`config.mk`:
```
export PLATFORM = sky130hd
export DESIGN_NAME = huf_ram
export DESIGN_NICKNAME = d
export VERILOG_FILES = /design/src/rtl/huf_ram.sv
export SDC_FILE = /design/constraint.sdc
export NUM_CORES = 2
export LEC_CHECK = 0
export ABC_AREA = 1
export BUFFER_PORTS_ARGS = -buffer_cell sky130_fd_sc_hd__buf_4
export CAP_MARGIN = 10
export CORE_MARGIN = 8
export CORE_UTILIZATION = 55
export CTS_CLUSTER_SIZE = 10
export DETAILED_ROUTE_END_ITERATION = 7
export GPL_ROUTABILITY_DRIVEN = 0
export PLACE_DENSITY_LB_ADDON = 0.1
export SYNTH_ARGS = -nofsm -noshare
export SYNTH_HDL_FRONTEND = slang
export SYNTH_SLANG_ARGS = --single-unit
```
`constraint.sdc`:
```
create_clock -name clk -period 1.79 [get_ports clk]
set_input_delay 0.358 -clock clk [delete_from_list [all_inputs] [get_ports clk]]
set_output_delay 0.358 -clock clk [all_outputs]
set_load 0.01 [all_outputs]
```
`src/rtl/huf_ram.sv`:
```
`default_nettype none

module huf_ram #(
  parameter int WIDTH = 8,
  parameter int DEPTH = 256
) (
  input  wire logic                     clk,
  input  wire logic                     wr_en,
  input  wire logic [$clog2(DEPTH)-1:0] wr_addr,
  input  wire logic [WIDTH-1:0]         wr_data,
  input  wire logic                     rd_en,
  input  wire logic [$clog2(DEPTH)-1:0] rd_addr,
  output logic      [WIDTH-1:0]         rd_data
);

  logic [WIDTH-1:0] mem [DEPTH];

  always_ff @(posedge clk) begin
    if (wr_en) begin
      mem[wr_addr] <= wr_data;
    end
    if (rd_en) begin
      rd_data <= mem[rd_addr];
    end
  end

endmodule

`default_nettype wire

```
# [Word-level counts from Yosys, hierarchy flattened]
# Memory sizes are Yosys's and may differ from the RTL's. A register that Yosys moved wholly into a read port is not among the register bits.
# Index checks and enable logic that the tools add are counted.
[word_totals] wordCells=3 reg_bits=0 in_bits=27 n_memories=1 mem_bits_rw=2048
[memory_table] memory="mem" words=256 word_bits=8 rd=1 rd_clocked_by_memory_dff=1 write_ports=1 line_no="16" source="logic [WIDTH-1:0] mem [DEPTH];"
[op_classes] mux=2
[ops] operator="2-to-1 mux 1 bit" count=2

# [Depth between registers and ports, before layout]
[depth] depth_word=2 depth_mapped=15

# [Worst setup path after synthesis]
# Ideal clock, no wire load.
[synth_timing] path_kind="input -> register" startpoint="input wr_en" endpoint="memory mem[162][0], enable pin" stages=4 arrival_time_ps=1479 slack_ps=-59 setup_time_ps=370 path_buffers=2 cell_sequence="clkbuf_1 nand3_1 clkbuf_1 nor2_1"
[synth_between] elab_chain_cells=2
[synth_lines] element="start, declared" line_no="8" source="input wire logic wr_en,"
[synth_lines] element="2-to-1 mux 1 bit" line_no="19" source="if (wr_en) begin"
[synth_lines] element="2-to-1 mux 1 bit (implied by the code)" line_no="20" source="mem[wr_addr] <= wr_data;"
[synth_lines] element="end, declared" line_no="16"
# Every way passes these cells.

# [Worst setup path in the final report]
[layout_timing] startpoint="register rd_data[7], read port of mem" endpoint="output rd_data[7]"
[layout_lines] element="start, declared" line_no="13" source="output logic [WIDTH-1:0] rd_data"
# No word-level cell between the ends.

==> flow_summary.json <==
{
  "grt_remaining_overflow": 0,
  "crit_arrival_ns": 1.66,
  "violations": "negative setup slack",
  "drv_slew": 0,
  "antenna_left": 0,
  "worst-slew-pin-transition_ns": 0.5803,
  "insertion_delay_ns": 0.84,
  "reg2reg_depth": 10,
  "crit_family": "flip-flops",
  "vias": 57593,
  "power.internal_mw": 77.98,
  "fillers": 11219,
  "crit_path_end_kind": "output port",
  "cp_slowest_cell": "edfxtp_1",
  "seqCellArea_sq_um": 61740,
  "timing.slew.headroom_pct": 61.32,
  "start_util_pct": 55.15,
  "hold_path_depth": 4,
  "min_to": "mem[183][1]",
  "ios": 35,
  "io_buffers": 34,
  "syn-cell-area_sq_um": 83480,
  "ys_seq_area_share_pct": 73.96,
  "cp_slowest_stage_delay_ns": 0.60,
  "power.total_mw": 100.4,
  "wirelength_um": 242500,
  "ff2ff_setup_slack_ns": 0.02,
  "path_class": "reg2out",
  "path_cells": "buf_6",
  "core_area_sq_um": 151400,
  "clockRootBuffer": "clkbuf_16",
  "p_per_area_nw_per_um2": 1011,
  "multi_input_area_sq_um": 19740,
  "ys_ff_latch": 2056,
  "drive_above_1_share_pct": 15.82,
  "viasPerCell": 5.955,
  "grt_max_degree": 82,
  "rsz0062_at_grt": "true",
  "p_sw_mw": 22.37,
  "antenna_found_initial": 8,
  "cts_tree": "built",
  "fin_tns_setup_ns": -1.140,
  "grt_pass1_wl_um": 358100,
  "clock.fmax_mhz": 494.8,
  "syn-instance-count": 7003,
  "p_leak_nw": 36.06,
  "die_y_um": 405.6,
  "setup_viol": 8,
  "rr_startpoint": "mem[233][0]",
  "layout_min_cycle_time_ns": 2.021,
  "die_area_sq_um": 164500,
  "fin_skew_ns": 0.03065,
  "grt.total_usage_pct": 29.08,
  "cp-start-kind": "register",
  "fin_util_pct": 65.55,
  "worst_slack_ns": -0.2311,
  "die_x_um": 405.6,
  "p_seq_share_pct": 53.0,
  "dpl_cell_area_sq_um": 92050,
  "pwr-share-comb_pct": 7.5,
  "numCtsBuffers": 225,
  "hold_class": "in2reg",
  "drt_iter0_markers": 7287,
  "drc_errors": 0,
  "fin_cells": 9671,
  "path_max_fanout": 1,
  "fin_area_sq_um": 99220,
  "yosys-top-cells-area": "edfxtp_1 74%, nand3_1 12%, nand2_1 9.5%",
  "clockBufferDepth": 3,
  "fin_crit_sh_pct": 112.9,
  "critPathBufInv": 1,
  "final_nets": 7635,
  "p_sw_share_pct": 22.29,
  "grt_pass1_vias": 55784,
  "dpl.hpwl_um": 153000,
  "clockPowerShare_pct": 39.5,
  "run_status": "complete, but fails checks",
  "place_inst": 9385,
  "htree_levels": 4,
  "yosys_warnings": 0,
  "synth_cell_types": 13,
  "yosysTopAreaCell": "edfxtp_1",
  "cts_num_sinks": 2056,
  "synth_top_area_share_pct": 73.96,
  "syn_nets": 7030,
  "finalHoldViolCount": 0,
  "ir_drop_mv": 1.066,
  "rr_endpoint": "rd_data[0]",
  "avgSynthCellArea_sq_um": 11.92,
  "path_clk_slew_ns": 0.05,
  "rows": 143,
  "post_drt_wl_per_cell_um": 25.08,
  "drv_cap": 0,
  "critPathRequiredTime_ns": 1.43,
  "hp-start": "wr_en",
  "area.growth.synth_to_final_pct": 18.86,
  "drtPass1Iterations": 8
}
[timing repair]
action | 4_1_cts | 5_1_grt
setup buffers | 3 | 5
endpoints found under the setup margin | 16 | 16
pin swaps | 5 | 12
gates cloned | 3 | 6
hold buffers | 10 | 0
resized for setup | 58 | 86
endpoints found under the hold margin | 145 | 0
[how the worst max path moves through the flow]
stage	from	endpoint	slack, ns	cells after the start
floorplan	wr_en	mem[162][0]	-0.06	4
global placement	rd_addr[0]	rd_data[7]	-1.12	15
detailed placement	rd_addr[0]	rd_data[7]	-1.14	15
CTS	rd_data[7]	rd_data[7]	-0.26	1
global route	rd_data[1]	rd_data[1]	-0.25	1
finish	rd_data[7]	rd_data[7]	-0.23	1
[power groups by stage]
stage	combinational, mW	clock, mW	sequential (mW)
detailed placement	7.06	0	54.2
floorplan	3.28	0	54.2
global placement	6.98	0	54.2
global route	7.99	41.9	53.2
CTS	7.25	40.1	53.2
finish	7.49	39.7	53.2
[flip-flops by register name, indices dropped and copies added, names as in the netlist]
signal / count
mem: 2048
rd_data: 8
[synth_stat cells, drive strengths merged]
master and n:
nor2 283, edfxtp 2056, nand2 2123, buf 371, clkbuf 112, nand3 2019
inv 39
[layout by cell type, fill, tap and decap left out, drive strengths merged]
master / count
nand3: 2019
bufbuf: 3
nand2: 2123
clkbuf: 247
dlygate4sd3: 10
clkinv: 7
diode: 4
edfxtp: 2056
buf: 842
inv: 47
nor2: 283
[layout make-up]
| cell class | instances | share of cell area (%) |
|---|---|---|
| timing repair buffer | 861 | 9.143 |
| antenna | 4 | 0.01009 |
| inverter | 39 | 0.1816 |
| clock buffer | 241 | 5.821 |
| multi-input combinational | 4425 | 19.90 |
| sequential | 2056 | 62.23 |
| clock inverter | 15 | 0.1614 |
| tap | 2030 | 2.560 |
[worst min-delay path, delay by kind of cell]
family | cells | cell delay, ns
buffers and inverters | 2 | 0.37
and+or+nand+nor | 2 | 0.20
[cell families (layout without fill, tap and decap cells)]
logic type / Yosys count / count (layout) / synth area share (%)
simple gates: 4425 / 4425 / 22.92
other cells: 0 / 4 / 0
flops: 2056 / 2056 / 73.96
buf+inv: 522 / 1156 / 3.116
[per-stage QoR]
step / hold WS [ns] / worst slack [ns]
detailed placement: 0.6896 / -1.140
finish: 0.2814 / -0.2311
global route: 0.2678 / -0.2492
global placement: 0.6924 / -1.124
CTS: 0.2056 / -0.2639
floorplan: 0.4569 / -0.05947
[routing by layer]
metal | vias up | wire length [um] | track usage, %
met2 | 2831 | 113100 | 45.66
li1 | 25999 | - | -
met4 | 0 | 8705 | 10.18
met1 | 28281 | 97840 | 41.65
met5 | - | 0 | 0
met3 | 482 | 22890 | 4.741
No activity file was read; power rests on OpenSTA's default activity.
