File: src/rtl/huf_pkg.sv
`default_nettype none

package huf_pkg;

  localparam int MAX_NODES = 256;
  localparam int KEY_BITS  = 16;
  localparam int NODE_W    = $clog2(MAX_NODES);
  localparam int CNT_W     = $clog2(MAX_NODES + 1);

  localparam logic [1:0] MODE_LOAD   = 2'd0;
  localparam logic [1:0] MODE_DECODE = 2'd1;
  localparam logic [1:0] MODE_CLEAR  = 2'd2;

  localparam logic [7:0] CH_LEFT  = 8'h30;
  localparam logic [7:0] CH_RIGHT = 8'h31;
  localparam logic [7:0] CH_END   = 8'h32;

  localparam logic [1:0] KIND_SYMBOL  = 2'd0;
  localparam logic [1:0] KIND_END     = 2'd1;
  localparam logic [1:0] KIND_MISSING = 2'd2;
  localparam logic [1:0] KIND_FULL    = 2'd3;

  typedef struct packed {
    logic [1:0]  mode;
    logic [7:0]  node_symbol;
    logic [15:0] node_order;
    logic [7:0]  code_char;
  } in_item_t;

  typedef struct packed {
    logic [1:0] kind;
    logic [7:0] symbol;
  } out_item_t;

  typedef struct packed {
    logic [7:0]          symbol;
    logic [KEY_BITS-1:0] key;
    logic [NODE_W-1:0]   left;
    logic [NODE_W-1:0]   right;
  } node_t;

  localparam int NODE_BITS = $bits(node_t);

  typedef struct packed {
    logic      valid;
    out_item_t item;
  } res_t;

  typedef struct packed {
    logic [CNT_W-1:0] total;
  } stat_t;

endpackage

`default_nettype wire

File: src/rtl/huf_seq.sv
`default_nettype none

module huf_seq
  import huf_pkg::*;
(
  input  wire logic                  clk,
  input  wire logic                  rst_n,
  input  wire logic                  in_valid,
  output logic                       in_stall,
  input  wire in_item_t              in_data,
  output res_t                       res,
  input  wire logic                  res_take,
  output stat_t                      stat,
  output logic                       wr_en,
  output logic      [NODE_W-1:0]     wr_addr,
  output node_t                      wr_data,
  output logic                       rd_en,
  output logic      [NODE_W-1:0]     rd_addr,
  input  wire logic [NODE_BITS-1:0]  rd_data
);

  typedef enum logic [2:0] {
    S_IDLE,
    S_DESC,
    S_STEP,
    S_LEAF,
    S_EMIT
  } state_t;

  state_t              state_r, state_nxt;
  logic [CNT_W-1:0]    total_r, total_nxt;
  logic [NODE_W-1:0]   walk_r, walk_nxt;
  logic [NODE_W-1:0]   at_r, at_nxt;
  logic [NODE_W-1:0]   fresh_r, fresh_nxt;
  logic [KEY_BITS-1:0] key_r, key_nxt;
  logic                dir_r, dir_nxt;
  logic [NODE_W-1:0]   next_r, next_nxt;
  logic [1:0]          kind_r, kind_nxt;
  logic [7:0]          sym_r, sym_nxt;

  node_t             rnode;
  logic              accept;
  logic [NODE_W-1:0] child;
  logic              go_left;

  assign rnode    = node_t'(rd_data);
  assign in_stall = (state_r != S_IDLE);
  assign accept   = in_valid && (state_r == S_IDLE);
  assign go_left  = (key_r <= rnode.key);

  assign res.valid       = (state_r == S_EMIT);
  assign res.item.kind   = kind_r;
  assign res.item.symbol = sym_r;
  assign stat.total      = total_r;

  always_comb begin
    state_nxt = state_r;
    total_nxt = total_r;
    walk_nxt  = walk_r;
    at_nxt    = at_r;
    fresh_nxt = fresh_r;
    key_nxt   = key_r;
    dir_nxt   = dir_r;
    next_nxt  = next_r;
    kind_nxt  = kind_r;
    sym_nxt   = sym_r;
    wr_en     = 1'b0;
    wr_addr   = at_r;
    wr_data   = rnode;
    rd_en     = 1'b0;
    rd_addr   = at_r;
    child     = dir_r ? rnode.right : rnode.left;

    case (state_r)
      S_IDLE: begin
        if (accept) begin
          case (in_data.mode)
            MODE_LOAD: begin
              if (total_r == CNT_W'(MAX_NODES)) begin
                kind_nxt  = KIND_FULL;
                sym_nxt   = 8'd0;
                state_nxt = S_EMIT;
              end else begin
                wr_en         = 1'b1;
                wr_addr       = total_r[NODE_W-1:0];
                wr_data.symbol = in_data.node_symbol;
                wr_data.key    = in_data.node_order[KEY_BITS-1:0];
                wr_data.left   = '0;
                wr_data.right  = '0;
                total_nxt     = total_r + 1'b1;
                if (total_r != '0) begin
                  fresh_nxt = total_r[NODE_W-1:0];
                  key_nxt   = in_data.node_order[KEY_BITS-1:0];
                  at_nxt    = '0;
                  rd_en     = 1'b1;
                  rd_addr   = '0;
                  state_nxt = S_DESC;
                end
              end
            end
            MODE_DECODE: begin
              if (in_data.code_char == CH_END) begin
                walk_nxt  = '0;
                kind_nxt  = KIND_END;
                sym_nxt   = 8'd0;
                state_nxt = S_EMIT;
              end else if (in_data.code_char == CH_LEFT ||
                           in_data.code_char == CH_RIGHT) begin
                if (total_r == '0 || {1'b0, walk_r} >= total_r) begin
                  walk_nxt  = '0;
                  kind_nxt  = KIND_MISSING;
                  sym_nxt   = 8'd0;
                  state_nxt = S_EMIT;
                end else begin
                  dir_nxt   = (in_data.code_char == CH_RIGHT);
                  rd_en     = 1'b1;
                  rd_addr   = walk_r;
                  state_nxt = S_STEP;
                end
              end
            end
            MODE_CLEAR: begin
              total_nxt = '0;
              walk_nxt  = '0;
            end
            default: begin
            end
          endcase
        end
      end
      S_DESC: begin
        child = go_left ? rnode.left : rnode.right;
        if (child == '0) begin
          wr_en   = 1'b1;
          wr_addr = at_r;
          wr_data = rnode;
          if (go_left) begin
            wr_data.left = fresh_r;
          end else begin
            wr_data.right = fresh_r;
          end
          state_nxt = S_IDLE;
        end else begin
          at_nxt  = child;
          rd_en   = 1'b1;
          rd_addr = child;
        end
      end
      S_STEP: begin
        if (child == '0 || {1'b0, child} >= total_r) begin
          walk_nxt  = '0;
          kind_nxt  = KIND_MISSING;
          sym_nxt   = 8'd0;
          state_nxt = S_EMIT;
        end else begin
          next_nxt  = child;
          rd_en     = 1'b1;
          rd_addr   = child;
          state_nxt = S_LEAF;
        end
      end
      S_LEAF: begin
        if (rnode.left == '0 && rnode.right == '0) begin
          walk_nxt  = '0;
          kind_nxt  = KIND_SYMBOL;
          sym_nxt   = rnode.symbol;
          state_nxt = S_EMIT;
        end else begin
          walk_nxt  = next_r;
          state_nxt = S_IDLE;
        end
      end
      S_EMIT: begin
        if (res_take) begin
          state_nxt = S_IDLE;
        end
      end
      default: begin
        state_nxt = S_IDLE;
      end
    endcase
  end

  always_ff @(posedge clk) begin
    if (!rst_n) begin
      state_r <= S_IDLE;
      total_r <= '0;
      walk_r  <= '0;
    end else begin
      state_r <= state_nxt;
      total_r <= total_nxt;
      walk_r  <= walk_nxt;
    end
    at_r    <= at_nxt;
    fresh_r <= fresh_nxt;
    key_r   <= key_nxt;
    dir_r   <= dir_nxt;
    next_r  <= next_nxt;
    kind_r  <= kind_nxt;
    sym_r   <= sym_nxt;
  end

endmodule

`default_nettype wire

File: config.mk
export PLATFORM = sky130hd
export DESIGN_NAME = huf_seq
export DESIGN_NICKNAME = d
export VERILOG_FILES = /design/src/rtl/huf_pkg.sv /design/src/rtl/huf_seq.sv
export SDC_FILE = /design/constraint.sdc
export NUM_CORES = 1
export LEC_CHECK = 0
export ABC_CLOCK_PERIOD_IN_PS = 7300
export BUFFER_PORTS_ARGS = -buffer_cell sky130_fd_sc_hd__buf_2
export CAP_MARGIN = 20
export CORE_MARGIN = 1.5
export CORE_UTILIZATION = 50
export CTS_BUF_LIST = sky130_fd_sc_hd__clkbuf_4 sky130_fd_sc_hd__clkbuf_8 sky130_fd_sc_hd__clkbuf_16
export DETAILED_ROUTE_END_ITERATION = 10
export MAX_ROUTING_LAYER = met4
export PLACE_DENSITY = 0.76
export SLEW_MARGIN = 20
export SYNTH_ARGS = -nofsm -noshare
export SYNTH_HDL_FRONTEND = slang
export SYNTH_SLANG_ARGS = --single-unit
export TNS_END_PERCENT = 10
File: constraint.sdc
create_clock -name clk -period 7.3 [get_ports clk]
set_clock_uncertainty 0.15 [all_clocks]
set_input_delay 0.365 -clock clk [delete_from_list [all_inputs] [get_ports clk]]
set_output_delay 0.365 -clock clk [all_outputs]
set_load 0.05 [all_outputs]
=== After elaboration in Yosys (flattened, before gate mapping) ===
Cells that the tools add are included.

* Output and inout port bits: 79
* Input port bits: 78
* Register bits: 71

* Muxes and demuxes: 77
* Equal/unequal tests: 23
* $add $sub $neg: 1
* $lt $le $gt $ge: 3
* Bitwise gates (word level): 4
* Reductions and logical operators: 25

{| class="wikitable"
|+ Operator list
! operator !! count
|-
| two-way mux 8 bit || 27
|-
| two-way mux 40 bit || 3
|-
| case mux 40 bit (2 select lines) || 1
|-
| case mux 8 bit (3 select lines) || 3
|-
| case mux 8 bit (2 select lines) || 4
|-
| logical NOT 8 bit || 4
|-
| two-way mux 3 bit || 10
|-
| == test 8 x 6 -> 1 bit (second input constant) || 3
|-
| >= comparator 8 x 9 -> 1 bit || 2
|-
| case mux 9 bit (2 select lines) || 1
|-
| AND reduction 6 bit || 3
|-
| <= comparator 16 bit || 1
|-
| two-way mux 16 bit || 1
|-
| case mux 3 bit (5 select lines) || 1
|-
| two-way mux 2 bit || 7
|-
| two-way mux 1 bit || 12
|-
| != test 4 bit (second input constant) || 3
|-
| != test 2 bit (second input constant) || 5
|-
| adder 9 x 1 -> 9 bit (second input constant) || 1
|-
| == test 9 bit (second input constant) || 1
|-
| logical NOT 9 bit || 1
|-
| two-way mux 9 bit || 1
|-
| nonzero test 9 bit || 1
|-
| AND reduction 8 bit || 1
|-
| 24 further kinds || 36
|}

=== Logic depth before layout (Yosys ltp) ===
* Depth after elaboration: 8
* Depth in mapped cells: 11

=== Least setup slack after synthesis ===
No wires, ideal clock.

* Path kind: flip-flop to output port
* Start: reg total_r[1] (netlist: stat[1])
* End: out wr_data[17] (netlist bit)
* Data arrival time: 3,090 ps
* Cell stages (with the launch flop): 9
* Buffers on the path: 2
* Setup slack: 3,695 ps
* Path through: dfxtp_1 -> inv_1 -> ha_1 -> or4b_4 -> nor4_4 -> buf_2 -> a21oi_1 -> clkbuf_1 -> o21ai_0

{| class="wikitable"
|+ RTL lines
! element !! RTL line !! RTL
|-
| from (decl) || huf_seq.sv:31 || <nowiki>logic [CNT_W-1:0] total_r, total_nxt;</nowiki>
|-
| from (signal assigned) || huf_seq.sv:191 || <nowiki>total_r <= total_nxt;</nowiki>
|-
| to (decl) || huf_seq.sv:16 || <nowiki>output node_t wr_data,</nowiki>
|}

=== Worst setup path in the final report ===
* Start: reg key_r[15]
* End: out rd_addr[5]

* Longest elaborated chain between the ends: 5

{| class="wikitable"
|+ RTL lines
! element !! RTL line !! RTL
|-
| from (decl) || huf_seq.sv:35 || <nowiki>logic [KEY_BITS-1:0] key_r, key_nxt;</nowiki>
|-
| from (signal assigned) || huf_seq.sv:196 || <nowiki>key_r <= key_nxt;</nowiki>
|-
| <= comparator 16 bit * || huf_seq.sv:49 || <nowiki>assign go_left = (key_r <= rnode.key);</nowiki>
|-
| two-way mux 8 bit * || huf_seq.sv:132 || <nowiki>child = go_left ? rnode.left : rnode.right;</nowiki>
|-
| logical NOT 8 bit || huf_seq.sv:133 || <nowiki>if (child == '0) begin</nowiki>
|-
| two-way mux 8 bit * || huf_seq.sv:133 ||
|-
| case mux 8 bit (3 select lines) * || huf_seq.sv:74 || <nowiki>case (state_r)</nowiki>
|-
| to (decl) || huf_seq.sv:18 || <nowiki>output logic [NODE_W-1:0] rd_addr,</nowiki>
|}

Every way passes the cells marked *; elsewhere a longest branch is shown, timed or not.

==> run_results.csv <==
group,metric,value,unit
setup_path,path_max_fanout,14,
timing,fmax,0.223,GHz
placement,portBuffers,156,
logic_synthesis,ys_top_cells_by_area,"edfxtp_1 (33%), ha_1 (9.0%), dfxtp_1 (8.5%), nand2_1 (5.7%), a22o_1 (4.5%)",
timing,hold_violations,0,
layout,layout.nets,761,
cts,clockBufferDepth,2,
logic_synthesis,syn_area_per_cell,9.39,um^2
cts,cts_made_buffers,9,
global_routing,grt_overflow_total,0,
layout,final_cell_mix,"buf_2 (156), nand2_1 (71), edfxtp_1 (51), inv_1 (34), ha_1 (34)",
setup_path,crit_required,6780,ps
timing,fin_crit,4480,ps
cts,ctsRootBufferMaster,"clkbuf_8",
floorplan,die_w,100,um
status,status,"finished clean",
cts,cts_resized,0,
layout,diodes,0,
placement,preCtsSetupSlack,3110,ps
cts,ctsHoldBuffers,0,
timing,setup_viol,0,
floorplan,core,9200,um^2
floorplan,die_h,100,um
setup_path,ff2ff_setup_slack,3630,ps
timing,max_slew.worst_pin.slew,905,ps
logic_synthesis,synth-main-ff-cell,"edfxtp_1",
route,ant_nets,0,
cts,post_cts_buffers,0,
power,powerDensity,203,nW/um^2
route,num_vias,4654,
timing,finalCritPeriodShare,61.4,%
layout,layout-drive-gt1-share,29.8,%
logic_synthesis,syn_area,4710,um^2
logic_synthesis,yosysUniqueCellTypes,53,
floorplan,start_util,51.2,%
cts,cts_max_level,3,
placement,place_congestion,0.953,
cts,clkSlewWorstSetupHoldPaths,80,ps
flow_run,maxCapViolCount,0,
floorplan,die_area,10000,um^2
global_routing,antenna_found_initial,0,
layout,area_growth,22.5,%
logic_synthesis,synth_edf_count,51,
timing,slew_headroom,39.5,%
layout,final_cell_area,5770,um^2
logic_synthesis,synth_top_area_cell,"edfxtp_1",
logic_synthesis,synth-seq-cells,71,
placement,dp_hpwl,10800,um
route,drc,0,
timing,fin_ws,2820,ps
logic_synthesis,synth_top_area_share,32.5,%
route,vias_per_cell,6.08,
logic_synthesis,ys_async_sr_fraction,0,%
setup_path,end_kind,"output pin",
logic_synthesis,seq_area_frac_synth,41.0,%
layout,final_common_cell,"buf_2",
timing,rsz0062_at_grt,"false",
hold_path,hold_path.class,"in -> reg",
setup_path,path_class,"reg -> out",
placement,placed_area,5570,um^2
cts,clock-sinks,71,
power,ir_drop,0.111,mV
floorplan,rows,35,
logic_synthesis,synth_nets,614,
global_routing,grt_max_degree,43,
route,drt_iter0_drc,255,
setup_path,arrival,3970,ps
route,routed_wl,14200,um
global_routing,grt_pass1_vias,4234,
global_routing,grt_pass1_wl,21400,um
cts,cts_tree,"built",
floorplan,io_pins,157,
logic_synthesis,yosys_warnings,0,
timing,fin_tns_setup,0,ps
logic_synthesis,synthCells,502,
global_routing,grt_usage,28.6,%
route,wire_per_inst,18.6,um
setup_path,start_kind,"flop",
power,leakage,0.00257,uW
cts,insertion_delay,350,ps
timing,maxSlewViolCount,0,
route,drtPass1Iterations,6,
## final cells by class
| class | instances | area, um^2 |
|---|---|---|
| inverters | 34 | 128 |
| clock buffers | 12 | 181 |
| well taps | 111 | 139 |
| fillers | 789 | 3420 |
| flip-flops and latches | 71 | 1930 |
| repair buffers | 158 | 796 |
| multi-input cells | 375 | 2570 |
| clock inverters | 4 | 25.0 |
## worst max-delay path, cell delays in order (launching register included)
cell and delay, ps:
edfxtp_1 370, ha_1 340, nand4_1 200, a2111o_1 450, a31oi_2 750, mux2_2 470
o211ai_1 510, a221o_1 260, buf_2 260
## synthesized netlist by cell type (8+ instances only)
| cell type | n |
|---|---|
| a21oi_1 | 23 |
| edfxtp_1 | 51 |
| nor4_1 | 8 |
| clkbuf_1 | 18 |
| dfxtp_1 | 20 |
| o2bb2ai_1 | 10 |
| and3_1 | 12 |
| nor2b_1 | 15 |
| a22oi_1 | 8 |
| o21ai_0 | 33 |
| inv_1 | 34 |
| nand2_1 | 71 |
| mux2i_1 | 9 |
| a22o_1 | 24 |
| nand4_1 | 11 |
| ha_1 | 34 |
| nor2_1 | 26 |
| mux2_2 | 10 |
## sequential cells by signal (all words and copies together) (netlist names)
name     count
at_r         8
dir_r        1
fresh_r      8
key_r       16
kind_r       2
next_r       8
stat         9
state_r      3
sym_r        8
walk_r       8
## per-layer routing
layer	vias up	GRT usage [%]	part of all wire, %
met3	36	4.04	8.5
met2	285	45.7	47
met4	0	12.4	2.7
met1	2172	36.4	42
met5	-	-	0
li1	2161	-	-
## per-stage QoR
stage	util [%]	cells	total power [uW]	hold slack [ps]
after floorplan	-	502	750	314
after global placement	60.5	749	849	357
after detailed placement	60.5	749	854	365
after CTS	62.8	765	1170	49.6
after global routing	62.8	765	1210	45.0
final	62.8	765	1170	52.3
## worst paths after layout
| path | depth (start not counted) | startpoint | to |
|---|---|---|---|
| worst max-delay path | 8 | key_r[15] | rd_addr[5] |
| worst min-delay path | 1 | in_data[17] | key_r[9] |
| worst max register to register | 7 | key_r[15] | at_r[5] |
| worst min register to register | 2 | next_r[4] | walk_r[4] |
## logic make-up after synthesis
| group | Yosys count | share of synthesized area (%) |
|---|---|---|
| adders and majority gates | 34 | 9.03 |
| and+or+nand+nor | 179 | 19.3 |
| xor gates and xnor gates | 7 | 1.30 |
| DFF | 71 | 41.0 |
| muxes | 19 | 4.30 |
| AOI/OAI and AO/OA | 136 | 20.4 |
| buffers and inverters | 56 | 4.67 |
## power breakdown
group / internal (uW) / leakage [uW] / switching (uW)
Clock: 168 / 0.000110 / 156
Combinational: 104 / 0.00184 / 282
Sequential: 449 / 0.000622 / 14.3
No activity file was read; power rests on OpenSTA's default activity.
